$ cat src/design/assert_macros.svh
// assertion macros shared by the prefix-sum tree modules
`ifndef ASSERT_MACROS_SVH
`define ASSERT_MACROS_SVH
`ifndef SYNTHESIS
`define ASSERT_CLK(lbl, clk, rst_n, prop, msg) \
    lbl: assert property (@(posedge clk) disable iff (!rst_n) prop) else $error(msg);
`define ASSERT_NEVER(lbl, clk, rst_n, cond, msg) \
    lbl: assert property (@(posedge clk) disable iff (!rst_n) !(cond)) else $error(msg);
`else
`define ASSERT_CLK(lbl, clk, rst_n, prop, msg)
`define ASSERT_NEVER(lbl, clk, rst_n, cond, msg)
`endif
`endif

$ cat src/design/fpst_pkg.sv
// package for the prefix-sum tree: widths, codes, sequencer state and control structs
package fpst_pkg;

    localparam int TREE_SIZE_DEF = 1024;
    localparam int INDEX_W       = 10;
    localparam int DELTA_W       = 32;
    localparam int SUM_W         = 64;

    localparam logic CMD_ADD          = 1'b0;
    localparam logic CMD_QUERY        = 1'b1;
    localparam logic STATUS_OK        = 1'b0;
    localparam logic STATUS_BAD_INDEX = 1'b1;

    typedef enum logic [1:0] {
        ST_CLEAR,
        ST_IDLE,
        ST_WALK,
        ST_DONE
    } fpst_state_t;

    // datapath conditions seen by the sequencer
    typedef struct packed {
        logic walk_live;
        logic clear_last;
        logic out_free;
    } fpst_stat_t;

    // strobes from the sequencer to the datapath
    typedef struct packed {
        logic in_ready;
        logic clear_en;
        logic walk_en;
        logic load_out;
    } fpst_ctrl_t;

endpackage

$ cat src/design/fpst_seq.sv
// sequencer for the prefix-sum tree: clearing pass, accept, node walk, result hand-off
`include "assert_macros.svh"

module fpst_seq (
    input  logic              clk,
    input  logic              rst_n,
    input  logic              in_valid,
    input  fpst_pkg::fpst_stat_t stat,
    output fpst_pkg::fpst_ctrl_t ctrl
);

    fpst_pkg::fpst_state_t state_reg;
    fpst_pkg::fpst_state_t state_next;

    always_ff @(posedge clk or negedge rst_n)
    begin
        if (!rst_n)
        begin
            state_reg <= fpst_pkg::ST_CLEAR;
        end
        else
        begin
            state_reg <= state_next;
        end
    end

    always_comb
    begin
        state_next = state_reg;
        unique case (state_reg)
            fpst_pkg::ST_CLEAR:
            begin
                if (stat.clear_last)
                begin
                    state_next = fpst_pkg::ST_IDLE;
                end
            end
            fpst_pkg::ST_IDLE:
            begin
                if (in_valid)
                begin
                    state_next = fpst_pkg::ST_WALK;
                end
            end
            fpst_pkg::ST_WALK:
            begin
                // last pending node is folded in during the final walk cycle
                if (!stat.walk_live)
                begin
                    state_next = fpst_pkg::ST_DONE;
                end
            end
            fpst_pkg::ST_DONE:
            begin
                if (stat.out_free)
                begin
                    state_next = fpst_pkg::ST_IDLE;
                end
            end
            default:
            begin
                state_next = fpst_pkg::ST_CLEAR;
            end
        endcase
    end

    always_comb
    begin
        ctrl = '0;
        unique case (state_reg)
            fpst_pkg::ST_CLEAR: ctrl.clear_en = 1'b1;
            fpst_pkg::ST_IDLE:  ctrl.in_ready = 1'b1;
            fpst_pkg::ST_WALK:  ctrl.walk_en  = 1'b1;
            fpst_pkg::ST_DONE:  ctrl.load_out = stat.out_free;
            default:            ctrl = '0;
        endcase
    end

    `ASSERT_CLK(a_load_needs_free, clk, rst_n, ctrl.load_out |-> stat.out_free, "result loaded over a waiting word")
    `ASSERT_CLK(a_walk_ends, clk, rst_n, (ctrl.walk_en && !stat.walk_live) |=> (state_reg == fpst_pkg::ST_DONE), "walk did not end")
    `ASSERT_CLK(a_clear_exit, clk, rst_n, ctrl.clear_en |=> (ctrl.clear_en || ctrl.in_ready), "clearing pass left wrongly")

endmodule

$ cat config.mk
export PLATFORM = sky130hd
export DESIGN_NAME = fpst_seq
export DESIGN_NICKNAME = d
export VERILOG_FILES = /design/src/design/fpst_pkg.sv /design/src/design/fpst_seq.sv
export VERILOG_INCLUDE_DIRS = /design/src /design/src/design
export SDC_FILE = /design/constraint.sdc
export NUM_CORES = 1
export LEC_CHECK = 0
export BUFFER_PORTS_ARGS = -buffer_cell sky130_fd_sc_hd__buf_4
export CAP_MARGIN = 5
export CORE_AREA = 2 2 39 41
export CTS_CLUSTER_DIAMETER = 80
export DETAILED_ROUTE_END_ITERATION = 8
export DIE_AREA = 0 0 41 43
export REMOVE_ABC_BUFFERS = 1
export SLEW_MARGIN = 20
export SYNTH_ARGS = -nofsm -noshare
export SYNTH_HDL_FRONTEND = slang
export SYNTH_SLANG_ARGS = --single-unit
$ cat constraint.sdc
create_clock -name clk -period 1.7 [get_ports clk]
set_input_delay 0.255 -clock clk [delete_from_list [all_inputs] [get_ports clk]]
set_output_delay 0.255 -clock clk [all_outputs]
set_load 0.01 [all_outputs]
After elaboration in Yosys (flattened, before gate mapping):

Index checks and enable logic that the tools add are counted.

* reduce and logical (&&, ||, !) cells: 2
* multiplexer cells: 9
* equality and inequality tests: 7

Operators with widths (number)
* $mux W2: 4
* $ne A2 B2 Y1 const B: 4
* $pmux W2 S4: 1
* $eq A2 B2 Y1 const B: 2
* $mux W1: 4
* $reduce_and A4 Y1: 1
* $eq A2 B1 Y1 const B: 1
* $logic_not A2 Y1: 1

* word-level logic and storage cells: 19
* output and inout bits: 4
* flip-flop bits (word level): 2
* input port bits: 6

Logic depth before layout (Yosys ltp):

* depth after elaboration: 3
* depth in mapped cells: 5

Worst setup path before layout:

Ideal clock, no wire load.

* path kind: reg-to-reg
* from: register state_reg[0]
* to: register state_reg[1]
* buffers on the path: 0
* library setup time: 125 ps
* data arrival time: 1299 ps
* cell stages (with the launch flop): 6
* path slack: 276 ps
* path through: dfrtp_1 -> inv_1 -> ha_1 -> inv_1 -> o2111ai_2 -> mux2_4

* cells in the longest elaborated chain, start to end: 3

RTL lines
* start: declaration: RTL line fpst_seq.sv:12 `fpst_pkg::fpst_state_t state_reg;`
* start signal: assignment: RTL line fpst_seq.sv:19 `state_reg <= fpst_pkg::ST_CLEAR;`
* start signal: assignment: RTL line fpst_seq.sv:23 `state_reg <= state_next;`
* $eq A2 B2 Y1, or another cell as far along: RTL line fpst_seq.sv:30 `unique case (state_reg)`
* $ne A2 B2 Y1 (no source line)
* $reduce_and A4 Y1 (no source line)

Parallel ways exist; a longest one is shown, timed or not.
A chain may end at the register's enable or synchronous reset.

Worst setup path in the final report:

* from: register state_reg[1]
* to: register state_reg[1]

Same word-level chain as after synthesis.

==> flow_metrics.env <==
export IMPL_min_path_type="in -> async"
export IMPL_cts_setup_buffers=0
export IMPL_critPathMaxFanout=4
export IMPL_io_buffers=9
export IMPL_track_usage_pct=4.91
export IMPL_r2r_cells=5
export IMPL_crit_path_end_kind="flop"
export IMPL_worstPathRequired_ns=1.80
export IMPL_syn_area_um2=193
export IMPL_layout_area_overhead_vs_synth_pct=62.3
export IMPL_cp_common_cell="inv_1"
export IMPL_pwr_share_comb_pct=59.6
export IMPL_critical_path_arrival_ns=1.52
export IMPL_cts_root_buffer="clkbuf_4"
export IMPL_syn_inst=17
export IMPL_num_antenna_cells=0
export IMPL_power_switching_w=0.000181
export IMPL_largest_reg_flops=2
export IMPL_dieArea_um2=1760
export IMPL_fin_setup_tns_ns=0
export IMPL_setup_violations=0
export IMPL_p_clk_share_pct=20.7
export IMPL_die_w_um=41
export IMPL_p_sw_share_pct=36.1
export IMPL_start_util_pct=13.9
export IMPL_max_cap_violations=0
export IMPL_first_iter_violations=0
export IMPL_place_congestion=0.565
export IMPL_status="finished, final reports clean"
export IMPL_cts_tree="built"
export IMPL_grt_pass1_wl_um=483
export IMPL_grt_setup_unrepaired="no"
export IMPL_vias=160
export IMPL_path_clk_slew_ns=0.03
export IMPL_grt_pass1_vias=150
export IMPL_seqPwrFrac_pct=19.6
export IMPL_skew_ns=0.000104
export IMPL_die_y_um=43
export IMPL_drive_above_1_share_pct=56.7
export IMPL_cp_start_kind="flop"
export IMPL_yosys_warnings=0
export IMPL_rows=14
export IMPL_layout_nets=43
export IMPL_cts_sinks=2
export IMPL_io_pins=10
export IMPL_cts_inserted_buffers=3
export IMPL_placed_area_um2=280
export IMPL_cp_slowest_cell="dfrtp_1"
export IMPL_min_period_ns=1.41
export IMPL_ys_seq_area_share_pct=26.0
export IMPL_firstDrtPassIters=1
export IMPL_max_slew_margin_pct=84.7
export IMPL_grt_max_degree=5
export IMPL_grt_overflow=0
export IMPL_ys_types=9
export IMPL_ant_nets=0
export IMPL_worstSetupPathType="reg -> reg"
export IMPL_ys_ff_latch=2
export IMPL_min_period_over_period_pct=83.2
export IMPL_power_density_nw_per_um2=1600
export IMPL_cts_htree_levels=1
export IMPL_antenna_found_initial=0
export IMPL_hold_viol=0
export IMPL_core_area_um2=1380
export IMPL_p_leak_nw=0.165
export IMPL_tightest_slew_ns=0.229
export IMPL_fmax_mhz=707
export IMPL_drc=0
export IMPL_max_stage_delay_ns=0.40
export IMPL_post_drt_wl_per_cell_um=7.20
export IMPL_intPower_w=0.000321
export IMPL_slew_violations=0
export IMPL_crit_chain="inv_1 -> ha_1 -> inv_1 -> o2111ai_2 -> mux2_4"
export IMPL_ir_worst_vdd_v=0.000309
export IMPL_stdcell_area_um2=313
export IMPL_routed_wl_um=331
export IMPL_postSynthAreaPerCell_um2=11.3
export IMPL_viasPerCell=3.48
export IMPL_clk_latency_ns=0.22
export IMPL_cts_buffer_depth=2
==> power by group through the flow <==
| stage | clock network, W | registers [W] | logic, W |
|---|---|---|---|
| after CTS | 0.000113 | 0.000100 | 0.000308 |
| after detailed placement | 0 | 0.000101 | 0.000306 |
| after floorplan | 0 | 0.0000945 | 0.000215 |
| final | 0.000104 | 0.0000985 | 0.000299 |
| after global placement | 0 | 0.0000970 | 0.000303 |
| after global routing | 0.000119 | 0.000103 | 0.000337 |
==> cell families (layout without fill, tap and decap cells) <==
kind of cell	after synthesis	count (layout)	share of synthesized area [%]
muxes	2	2	13.0
and+or+nand+nor	4	4	14.9
adders and majority gates	5	5	32.5
AOI/OAI and AO/OA	1	1	7.79
buffers and inverters	3	16	5.84
DFF	2	2	26.0
==> routing by layer <==
metal	part of all wire, %	GRT usage [%]
met4	0	8.00
met3	17	3.14
met1	34	3.21
met5	0	0
met2	49	6.56
==> final cells by class <==
class,count,area (um^2)
sequential,2,50.0
clock buffer,3,22.5
timing repair buffer,10,77.6
inverter,3,11.3
multi-input combinational,12,131
fill,156,1070
tap,16,20.0
==> metrics by stage <==
step	worst slack, ns	total power [W]	std cells	hold slack [ns]	util (%)
floorplan	0.276	0.000310	17	-0.0406	-
global placement	0.282	0.000400	42	0.0412	20.3
detailed placement	0.271	0.000407	42	0.0406	20.3
CTS	0.259	0.000521	46	0.338	22.6
global route	0.184	0.000559	46	0.356	22.6
finish	0.286	0.000501	46	0.349	22.6
==> Yosys cell counts (all sizes together) <==
cell / instances / area share, %
ha: 5 / 32
inv: 3 / 5.8
dfrtp: 2 / 26
nand2b: 2 / 9.1
and2: 1 / 3.9
mux2: 1 / 7.8
mux2i: 1 / 5.2
nand2: 1 / 1.9
o2111ai: 1 / 7.8
==> timing repair <==
item / 4_1_cts / 5_1_grt
gates resized for setup: 0 / 0
hold buffers: 1 / 0
endpoints found under the hold margin: 2 / 0
==> layout by cell type (no fill, tap or decap) <==
cell,Yosys,routed
clkbuf_4,0,3
nand2_1,1,1
and2_2,1,1
mux2i_1,1,1
ha_1,5,5
inv_1,3,3
o2111ai_2,1,1
mux2_4,1,1
buf_4,0,9
nand2b_2,2,2
dlygate4sd3_1,0,1
dfrtp_1,2,2
==> worst max-delay path: cells and delay by family, from the launching register on <==
family | cells | cell delay [ns]
AOI/OAI and AO/OA | 1 | 0.24
muxes | 1 | 0.33
buffers and inverters | 2 | 0.16
DFF | 1 | 0.40
adders and majority gates | 1 | 0.17
==> path summary, 6_finish.rpt <==
| kind | end | start | slack [ns] |
|---|---|---|---|
| worst max-delay path | state_reg[1] | state_reg[1] | 0.29 |
| worst min-delay path | state_reg[1] | rst_n | 0.35 |
| worst max register to register | state_reg[1] | state_reg[1] | 0.29 |
| worst min register to register | state_reg[1] | state_reg[1] | 0.58 |
| max in group asynchronous | state_reg[0] | rst_n | 1.26 |
| min in group clk | state_reg[0] | stat[2] | 0.40 |
Note: power is estimated with default switching activity, not from simulation.
